--- src/design/hcbd_pkg.sv ---
// Shared types, codes and helpers for the chunked body decoder.
package hcbd_pkg;

    localparam logic [7:0]  CharCr   = 8'h0D;
    localparam logic [7:0]  CharLf   = 8'h0A;
    localparam logic [31:0] MaxChunk = 32'h7FFF_FFFF;

    typedef enum logic [3:0] {
        PH_SIZE     = 4'd0,
        PH_EXT      = 4'd1,
        PH_SIZE_LF  = 4'd2,
        PH_DATA     = 4'd3,
        PH_DROP1    = 4'd4,
        PH_DROP2    = 4'd5,
        PH_TAIL_CR  = 4'd6,
        PH_TAIL_LF  = 4'd7,
        PH_FINISHED = 4'd8,
        PH_FAILED   = 4'd9
    } t_phase;

    typedef enum logic [1:0] {
        KIND_DATA  = 2'd0,
        KIND_DONE  = 2'd1,
        KIND_ERROR = 2'd2
    } t_kind;

    typedef struct packed {
        t_phase      phase;
        logic [31:0] chunk_size_accum;
        logic        digit_seen;
        logic [30:0] bytes_left;
        logic [31:0] length_total;
    } t_dec_state;

    typedef struct packed {
        t_kind       kind;
        logic [7:0]  body_byte;
        logic [31:0] total_len;
    } t_result;

    // Bit 4 flags a hex digit, bits 3:0 carry its value.
    function automatic logic [4:0] hex_decode(input logic [7:0] c);
        logic [4:0] r;
        r = 5'd0;
        if (c >= 8'h30 && c <= 8'h39) begin
            r = {1'b1, 4'(c - 8'h30)};
        end else if (c >= 8'h41 && c <= 8'h46) begin
            r = {1'b1, 4'(c - 8'h37)};
        end else if (c >= 8'h61 && c <= 8'h66) begin
            r = {1'b1, 4'(c - 8'h57)};
        end
        return r;
    endfunction

endpackage

--- src/design/hcbd_step.sv ---
// Next-state and result logic for one body byte.
module hcbd_step (
    input  hcbd_pkg::t_dec_state i_state,
    input  logic [7:0]           i_data_byte,
    input  logic                 i_new_message,
    output hcbd_pkg::t_dec_state o_state,
    output logic                 o_res_valid,
    output hcbd_pkg::t_result    o_res
);

    hcbd_pkg::t_dec_state cur;
    logic [4:0]           hex;
    logic [35:0]          size_next;
    logic [32:0]          len_sum;
    logic [30:0]          left_dec;

    always_comb begin
        cur = i_state;
        if (i_new_message) begin
            cur.phase            = hcbd_pkg::PH_SIZE;
            cur.chunk_size_accum = 32'd0;
            cur.digit_seen       = 1'b0;
            cur.bytes_left       = 31'd0;
            cur.length_total     = 32'd0;
        end
    end

    assign hex       = hcbd_pkg::hex_decode(i_data_byte);
    assign size_next = {cur.chunk_size_accum, 4'd0} + {32'd0, hex[3:0]};
    assign len_sum   = {1'b0, cur.length_total} + {1'b0, cur.chunk_size_accum};
    assign left_dec  = cur.bytes_left - 31'd1;

    always_comb begin
        o_state = cur;
        unique case (cur.phase)
            hcbd_pkg::PH_SIZE: begin
                if (hex[4]) begin
                    if (size_next > {4'd0, hcbd_pkg::MaxChunk}) begin
                        o_state.phase = hcbd_pkg::PH_FAILED;
                    end else begin
                        o_state.chunk_size_accum = size_next[31:0];
                        o_state.digit_seen       = 1'b1;
                    end
                end else if (!cur.digit_seen) begin
                    o_state.phase = hcbd_pkg::PH_FAILED;
                end else if (i_data_byte == hcbd_pkg::CharCr) begin
                    o_state.phase = hcbd_pkg::PH_SIZE_LF;
                end else begin
                    o_state.phase = hcbd_pkg::PH_EXT;
                end
            end
            hcbd_pkg::PH_EXT: begin
                if (i_data_byte == hcbd_pkg::CharCr) begin
                    o_state.phase = hcbd_pkg::PH_SIZE_LF;
                end
            end
            hcbd_pkg::PH_SIZE_LF: begin
                if (i_data_byte != hcbd_pkg::CharLf) begin
                    o_state.phase = hcbd_pkg::PH_FAILED;
                end else if (cur.chunk_size_accum == 32'd0) begin
                    o_state.phase = hcbd_pkg::PH_TAIL_CR;
                end else if (len_sum[32]) begin
                    o_state.length_total = 32'hFFFF_FFFF;
                    o_state.phase        = hcbd_pkg::PH_FAILED;
                end else begin
                    o_state.length_total = len_sum[31:0];
                    o_state.bytes_left   = cur.chunk_size_accum[30:0];
                    o_state.phase        = hcbd_pkg::PH_DATA;
                end
            end
            hcbd_pkg::PH_DATA: begin
                o_state.bytes_left = left_dec;
                if (left_dec == 31'd0) begin
                    o_state.phase = hcbd_pkg::PH_DROP1;
                end
            end
            hcbd_pkg::PH_DROP1: begin
                o_state.phase = hcbd_pkg::PH_DROP2;
            end
            hcbd_pkg::PH_DROP2: begin
                o_state.phase            = hcbd_pkg::PH_SIZE;
                o_state.chunk_size_accum = 32'd0;
                o_state.digit_seen       = 1'b0;
            end
            hcbd_pkg::PH_TAIL_CR: begin
                if (i_data_byte != hcbd_pkg::CharCr) begin
                    o_state.phase = hcbd_pkg::PH_FAILED;
                end else begin
                    o_state.phase = hcbd_pkg::PH_TAIL_LF;
                end
            end
            hcbd_pkg::PH_TAIL_LF: begin
                if (i_data_byte != hcbd_pkg::CharLf) begin
                    o_state.phase = hcbd_pkg::PH_FAILED;
                end else begin
                    o_state.phase = hcbd_pkg::PH_FINISHED;
                end
            end
            default: begin
                o_state = cur;
            end
        endcase
    end

    // An error result comes from exactly the conditions that park the parser in PH_FAILED.
    always_comb begin
        o_res_valid     = 1'b0;
        o_res.kind      = hcbd_pkg::KIND_ERROR;
        o_res.body_byte = 8'd0;
        unique case (cur.phase)
            hcbd_pkg::PH_SIZE: begin
                if (hex[4]) begin
                    o_res_valid = size_next > {4'd0, hcbd_pkg::MaxChunk};
                end else begin
                    o_res_valid = !cur.digit_seen;
                end
            end
            hcbd_pkg::PH_SIZE_LF: begin
                o_res_valid = (i_data_byte != hcbd_pkg::CharLf) ||
                              ((cur.chunk_size_accum != 32'd0) && len_sum[32]);
            end
            hcbd_pkg::PH_DATA: begin
                o_res_valid     = 1'b1;
                o_res.kind      = hcbd_pkg::KIND_DATA;
                o_res.body_byte = i_data_byte;
            end
            hcbd_pkg::PH_TAIL_CR: begin
                o_res_valid = (i_data_byte != hcbd_pkg::CharCr);
            end
            hcbd_pkg::PH_TAIL_LF: begin
                o_res_valid = 1'b1;
                if (i_data_byte == hcbd_pkg::CharLf) begin
                    o_res.kind = hcbd_pkg::KIND_DONE;
                end
            end
            default: begin
            end
        endcase
        o_res.total_len = o_state.length_total;
    end

endmodule

--- src/design/hcbd_out_reg.sv ---
// Result register with valid/ready handshake toward the consumer.
module hcbd_out_reg (
    input  logic              i_clk,
    input  logic              i_rst_n,
    input  logic              i_load,
    input  hcbd_pkg::t_result i_res,
    output logic              o_free,
    output logic              o_valid,
    input  logic              i_ready,
    output hcbd_pkg::t_result o_res
);

    logic              r_valid;
    logic              n_valid;
    hcbd_pkg::t_result r_res;

    assign o_free  = !r_valid || i_ready;
    assign n_valid = i_load || (r_valid && !i_ready);

    always_ff @(posedge i_clk) begin
        if (!i_rst_n) begin
            r_valid <= 1'b0;
        end else begin
            r_valid <= n_valid;
        end
    end

    always_ff @(posedge i_clk) begin
        if (i_load) begin
            r_res <= i_res;
        end
    end

    assign o_valid = r_valid;
    assign o_res   = r_res;

endmodule

--- src/design/http_chunked_body_decoder.sv ---
// Top level of the HTTP chunked transfer body decoder.
// A result is registered: it appears in the output register in the cycle after its byte is accepted.
// Throughput: one byte per cycle; the decoder state updates in the accepting cycle.
// The only stall comes from the result register being full and not drained.
// Reset (synchronous, active low) clears the parse state and drops any held result.
module http_chunked_body_decoder (
    input  logic        i_clk,
    input  logic        i_rst_n,
    input  logic        i_valid,
    output logic        o_ready,
    input  logic [7:0]  i_data_byte,
    input  logic        i_new_message,
    output logic        o_valid,
    input  logic        i_ready,
    output logic [1:0]  o_kind,
    output logic [7:0]  o_body_byte,
    output logic [31:0] o_total_len
);

    // Decoder state: the phase of the framing parser, the size being read,
    // the data bytes still owed by the current chunk and the running length.
    hcbd_pkg::t_dec_state r_state;
    hcbd_pkg::t_dec_state n_state;
    logic                 step_res_valid;
    hcbd_pkg::t_result    step_res;
    hcbd_pkg::t_result    out_res;
    logic                 out_free;
    logic                 accept;

    // A byte is taken whenever the result register can take a result, so a
    // new byte enters while the previous result is being handed off.
    assign o_ready = out_free;
    assign accept  = i_valid && out_free;

    hcbd_step u_step (
        .i_state       (r_state),
        .i_data_byte   (i_data_byte),
        .i_new_message (i_new_message),
        .o_state       (n_state),
        .o_res_valid   (step_res_valid),
        .o_res         (step_res)
    );

    always_ff @(posedge i_clk) begin
        if (!i_rst_n) begin
            r_state.phase            <= hcbd_pkg::PH_SIZE;
            r_state.chunk_size_accum <= 32'd0;
            r_state.digit_seen       <= 1'b0;
            r_state.bytes_left       <= 31'd0;
            r_state.length_total     <= 32'd0;
        end else if (accept) begin
            r_state <= n_state;
        end
    end

    // Framing bytes produce no result unless they end the body or break the format, so only
    // bytes that yield one load the output register.
    hcbd_out_reg u_out (
        .i_clk   (i_clk),
        .i_rst_n (i_rst_n),
        .i_load  (accept && step_res_valid),
        .i_res   (step_res),
        .o_free  (out_free),
        .o_valid (o_valid),
        .i_ready (i_ready),
        .o_res   (out_res)
    );

    assign o_kind      = out_res.kind;
    assign o_body_byte = out_res.body_byte;
    assign o_total_len = out_res.total_len;

endmodule

--- config.mk ---
export PLATFORM = sky130hd
export DESIGN_NAME = http_chunked_body_decoder
export DESIGN_NICKNAME = d
export VERILOG_FILES = /design/src/design/hcbd_pkg.sv /design/src/design/hcbd_step.sv /design/src/design/hcbd_out_reg.sv /design/src/design/http_chunked_body_decoder.sv
export SDC_FILE = /design/constraint.sdc
export NUM_CORES = 1
export LEC_CHECK = 0
export ABC_AREA = 1
export BUFFER_PORTS_ARGS = -buffer_cell sky130_fd_sc_hd__buf_2
export CAP_MARGIN = 20
export CORE_ASPECT_RATIO = 1.75
export CORE_MARGIN = 4
export CORE_UTILIZATION = 65
export CTS_BUF_LIST = sky130_fd_sc_hd__clkbuf_2
export DETAILED_ROUTE_END_ITERATION = 10
export PLACE_DENSITY = 0.85
export SLEW_MARGIN = 20
export SYNTH_ARGS = -nofsm -noshare
export SYNTH_HDL_FRONTEND = slang
export SYNTH_SLANG_ARGS = --single-unit
--- constraint.sdc ---
create_clock -name i_clk -period 11 [get_ports i_clk]
set_input_delay 0 -clock i_clk [delete_from_list [all_inputs] [get_ports i_clk]]
set_output_delay 0 -clock i_clk [all_outputs]
set_load 0.01 [all_outputs]
# After elaboration in Yosys (flattened, before gate mapping)
# Index checks and enable logic that the tools add are counted.
# word_totals
ff_bits	143
in_bits	13
out_inout_bits	44
elab_cells	80
# op_classes
n_addsub	6
order_cmp	7
n_eq_ne	11
n_mux	29
n_reduce_logical	18
# ops
op	n
2-to-1 mux 63 bit	2
2-to-1 mux 100 bit	1
2-to-1 mux 33 bit	2
one-hot mux 33 bit (2 select lines)	1
2-to-1 mux 32 bit	2
one-hot mux 31 bit (2 select lines)	1
adder 36 x 4 -> 36 bit	1
greater-than comparator 36 x 31 -> 1 bit, second input constant	1
2-to-1 mux 4 bit	9
adder 32 x 32 -> 33 bit	1
logical NOT 32 bit	1
one-hot mux 4 bit (8 select lines)	1
nonzero test 32 bit	1
logical NOT 31 bit	1
2-to-1 mux 31 bit	1
subtractor 31 x 1 -> 31 bit, second input constant	1
== test 4 x 3 -> 1 bit, second input constant	4
== test 8 x 4 -> 1 bit, second input constant	2
>= comparator 8 x 7 -> 1 bit, second input constant	2
less-or-equal comparator 8 x 7 -> 1 bit, second input constant	2
!= test 8 x 4 -> 1 bit, second input constant	2
2-to-1 mux 5 bit	3
== test 4 x 2 -> 1 bit, second input constant	2
>= comparator 8 x 6 -> 1 bit, second input constant	1
13 further kinds	26

# Logic depth before layout (Yosys ltp)
# depth
ltp_word	11
ltp_mapped	24
ltp_nobuf	19

# Hierarchy
# A second synthesis with hierarchy kept.
# unflattened
cells_unflattened	1944
area_unflattened_um2	11952.7
# by_module_without_submodules
mod	n_inst	cells_per_inst	area_each_um2
hcbd_step	1	1260	6520.0
http_chunked_body_decoder	1	636	4125.2
hcbd_out_reg	1	48	1307.5

# Least setup slack after synthesis
# OpenSTA, ideal clock, no wires.
# synth_path
path_type	input port to flip-flop
start	input port i_new_message
end	register u_out.r_res (netlist bit u_out.o_res[0]), enable pin
setup_ps	396
arrival_time_ps	3489
required_ps	10604
path_slack_ps	7114
cell_stages	23
n_path_buf	4
path_cell_list	inv_2 > buf_6 > buf_2 > buf_2 > buf_1 > nand2_1 > inv_1 > ha_1 > inv_1 > fa_1 > inv_1 > nand3_1 > nand2_1 > a21oi_1 > o21ai_1 > nand2_1 > nand2_1 > nand2_2 > nand3_1 > nand2_1 > nand2_1 > nand2_1 > inv_1
# synth_between
elab_chain_cells	6
word_cells_on_any_way	17
cone_classes	add/sub: 2; order compare: 1; eq/ne: 4; mux: 3; reduce/logical: 7
# synth_lines
item	line	source
start: declaration	http_chunked_body_decoder.sv:12	input logic i_new_message,
2-to-1 mux 100 bit *	hcbd_step.sv:19	if (i_new_message) begin
adder 36 x 4 -> 36 bit (tied with other cells)	hcbd_step.sv:29	assign size_next = {cur.chunk_size_accum, 4'd0} + {32'd0, hex[3:0]};
greater-than comparator 36 x 31 -> 1 bit or logical AND 1 bit (tied branches)	hcbd_step.sv:113, hcbd_step.sv:120	
2-to-1 mux 1 bit or logical OR 1 bit (tied branches)	hcbd_step.sv:112, hcbd_step.sv:119	
one-hot mux 1 bit (4 select lines) *	hcbd_step.sv:110	unique case (cur.phase)
logical AND 1 bit *	http_chunked_body_decoder.sv:61	.i_load (accept && step_res_valid),
named net u_out.i_load	hcbd_out_reg.sv:5	input logic i_load,
end signal: assignment	hcbd_out_reg.sv:30	r_res <= i_res;
end: declaration	hcbd_out_reg.sv:15	hcbd_pkg::t_result r_res;
# The timed path passes the listed nets; every way through them passes the cells marked *.
# A chain may end at the register's enable or synchronous reset.

==> flow_metrics.tcl <==
set metrics [dict create \
    nets 1809 \
    postSynthAreaPerCell_um2 6.36 \
    critPathMaxStageDelay_ns 0.80 \
    cts.sinks 143 \
    outcome "completed" \
    rows 62 \
    synth_warnings 0 \
    crit_top_cell "nand2_1" \
    cts_tree "done" \
    drive_gt1_frac 0.0803 \
    end_kind "register" \
    ctsResizeCount 0 \
    worst_slew_pin_slew_ns 1.00 \
    slew_headroom 0.332 \
    initial_core_util 0.667 \
    design_area_mm2 0.0117 \
    seq_area_frac_synth 0.298 \
    cp.required_ns 11.58 \
    cp.arrival_ns 5.47 \
    register_area_mm2 0.00328 \
    num_vias 11800 \
    grt_usage 0.355 \
    route.antenna.remaining_nets 0 \
    root_buffer "clkbuf_2" \
    antenna_found_initial 1 \
    place_ws_ns 5.93 \
    die_area_mm2 0.0192 \
    drt-initial-drc-count 1230 \
    areaGrowthSynthToFinish_pct 5.73 \
    core_mm2 0.0165 \
    placed_area_mm2 0.0113 \
    report.final.hold_viol_count 0 \
    synth_edf_count 42 \
    net-switching-power_mw 0.491 \
    yosys.cell_types.count 47 \
    clock_skew_ns 0.0429 \
    pwr-share-comb 0.296 \
    place.gp.congestion 1.06 \
    p_seq_frac 0.470 \
    path_clk_slew_ns 0.20 \
    netlist_area_mm2 0.0110 \
    final.setup.worst_slack_ns 6.11 \
    synthFlopType "dfxtp_1" \
    p_int_mw 0.812 \
    fmax_mhz 204 \
    synth_top_area_frac 0.183 \
    pin_count 57 \
    grt_pass1_wl_um 55100 \
    p_leak_nw 6.05 \
    worstSetupStartpointType "primary input" \
    path_class "in2reg" \
    pwr_density_cell_mw_per_mm2 112 \
    synth_fp_nets 1785 \
    drc 0 \
    syn_inst 1733 \
    grt_max_degree 110 \
    vias_per_cell 5.90 \
    power_frac_clock 0.234 \
    ys_seq_elements 143 \
    die_h_um 180 \
    finalSetupTns_ns 0 \
    die_x_um 106 \
    wirelength_um 33700 \
    worstPathCellList "dlygate4sd3_1 > buf_2 > clkinv_2 > buf_4 > nand2_1 > inv_1 > ha_1 > inv_1 > fa_1 > inv_1 > nand3_1 > nand2_1 > a21oi_1 > o21ai_1 > nand2_1 > nand2_1 > nand2_2 > nand2_2 > nor2_2 > nand3_1 > nand2_1 > inv_1" \
    firstDrtPassIters 7 \
    maxCapViolCount 0 \
    cp_slowest_cell "nor2_2" \
    dp.cells 1947 \
    crit_fanout 57 \
    stdcell_count 1994 \
    hold_path.class "in2reg" \
    yosys-top-cells-area "dfxtp_1, nand2_1, edfxtp_1" \
    synth_top_cell_by_area "dfxtp_1" \
    swShare 0.377 \
    timing.hold.ws_ns 0.0940 \
    wl_per_cell_um 16.9 \
    grt_overflow_total 0 \
    finalSetupViolCount 0 \
    async_flop_share 0 \
    port_buffers 56 \
    clk_path_buf_depth 2 \
    htreeDepth 4 \
    cts_inserted_buffers 17 \
    period_share 0.445 \
    dpl.hpwl_um 24400 \
    fill_cells 1538 \
    vdd_drop_max_uv 99.6 \
    slew_viol_final 0 \
    multi_input_area_mm2 0.00648 \
    rsz0062_at_grt "no" \
    clock_latency_ns 0.80 \
    r2r_slack_ns 7.05 \
    grt_pass1_vias 11500 \
    period_needed_ns 4.89 \
]
-- layout by cell type (no fill, tap or decap), types with 7 or more instances in the layout --
master         count
nand2_1          460
nand2_2           13
o21ai_0          175
xor2_1            15
dfxtp_1          101
o21ai_1           22
a31oi_1           32
nor2_2             9
dlygate4sd3_1     15
nor2_1           127
inv_1            232
a21oi_1          142
buf_4              9
xnor2_1           15
o221ai_1          15
nand3b_1           9
nand3_1          102
o211ai_1          23
nor2_4             7
clkbuf_2          19
ha_1              38
nor3_1            18
buf_2             55
edfxtp_1          42
nand4_1           17
-- state kept, by name, indices dropped and copies added, names as in the netlist --
name and count:
u_out.o_valid 1, u_out.o_res 42, r_state 100
-- area by class of cell --
type	count	area share
flip-flops and latches	143	0.282
clock buffers	19	0.00815
diodes	1	0.000215
clock inverters	12	0.0104
multi-input cells	1275	0.555
well taps	224	0.0240
inverters	241	0.0779
repair buffers	79	0.0423
-- Yosys cell counts, drive strengths merged, types with 19 or more instances --
cell type  number
inv           239
buf            33
a21oi         142
nand3         106
dfxtp         101
nor3           19
nor2          143
o211ai         23
a31oi          33
clkbuf         41
edfxtp         42
nand2         475
o21ai         199
ha             38
-- cell families after synthesis --
logic type               share of synthesized area
AO/OA/AOI/OAI                                0.215
adder cells (fa/ha/maj)                     0.0449
flip-flops                                   0.298
XOR/XNOR                                    0.0238
AND/OR/NAND/NOR                              0.303
buffers and inverters                        0.115
-- worst max-delay path: cells and delay by family --
family	cells	cell delay [ns]
simple gates	10	2.00
compound gates	2	0.52
buf+inv	8	2.44
fa+ha+maj	2	0.41
-- what timing repair did --
action	CTS	global route
buffers inserted	0	0
hold endpoints to repair	111	0
setup endpoints to repair	0	0
hold buffers	15	0
-- metal layers --
layer	part of all wire	vias to the layer above	GRT usage
met2	0.51	491	0.626
met5	0	-	0
met4	0.066	0	0.230
met3	0.059	141	0.0563
li1	-	5787	-
met1	0.37	5337	0.388
-- power groups by stage --
stage / logic (mW) / clock network, mW / registers, mW
final: 0.385 / 0.305 / 0.613
after global routing: 0.429 / 0.328 / 0.618
after CTS: 0.378 / 0.308 / 0.612
after detailed placement: 0.372 / 0 / 0.623
after global placement: 0.366 / 0 / 0.622
after floorplan: 0.266 / 0 / 0.627
-- through the flow --
step                      utilization  power, mW
after floorplan                     -      0.893
after global placement          0.683      0.988
after detailed placement        0.683      0.995
after CTS                       0.706       1.30
after global routing            0.706       1.37
final                           0.706       1.30
-- worst paths after layout --
| check | startpoint | end | depth (start not counted) |
|---|---|---|---|
| hold / removal | i_data_byte[6] | u_out.o_res[38] | 4 |
| setup / recovery | i_new_message | u_out.o_res[30] | 22 |
| hold reg to reg | r_state[63] | r_state[63] | 2 |
| setup reg to reg | r_state[67] | u_out.o_res[30] | 15 |
No activity file was read; power rests on OpenSTA's default activity.
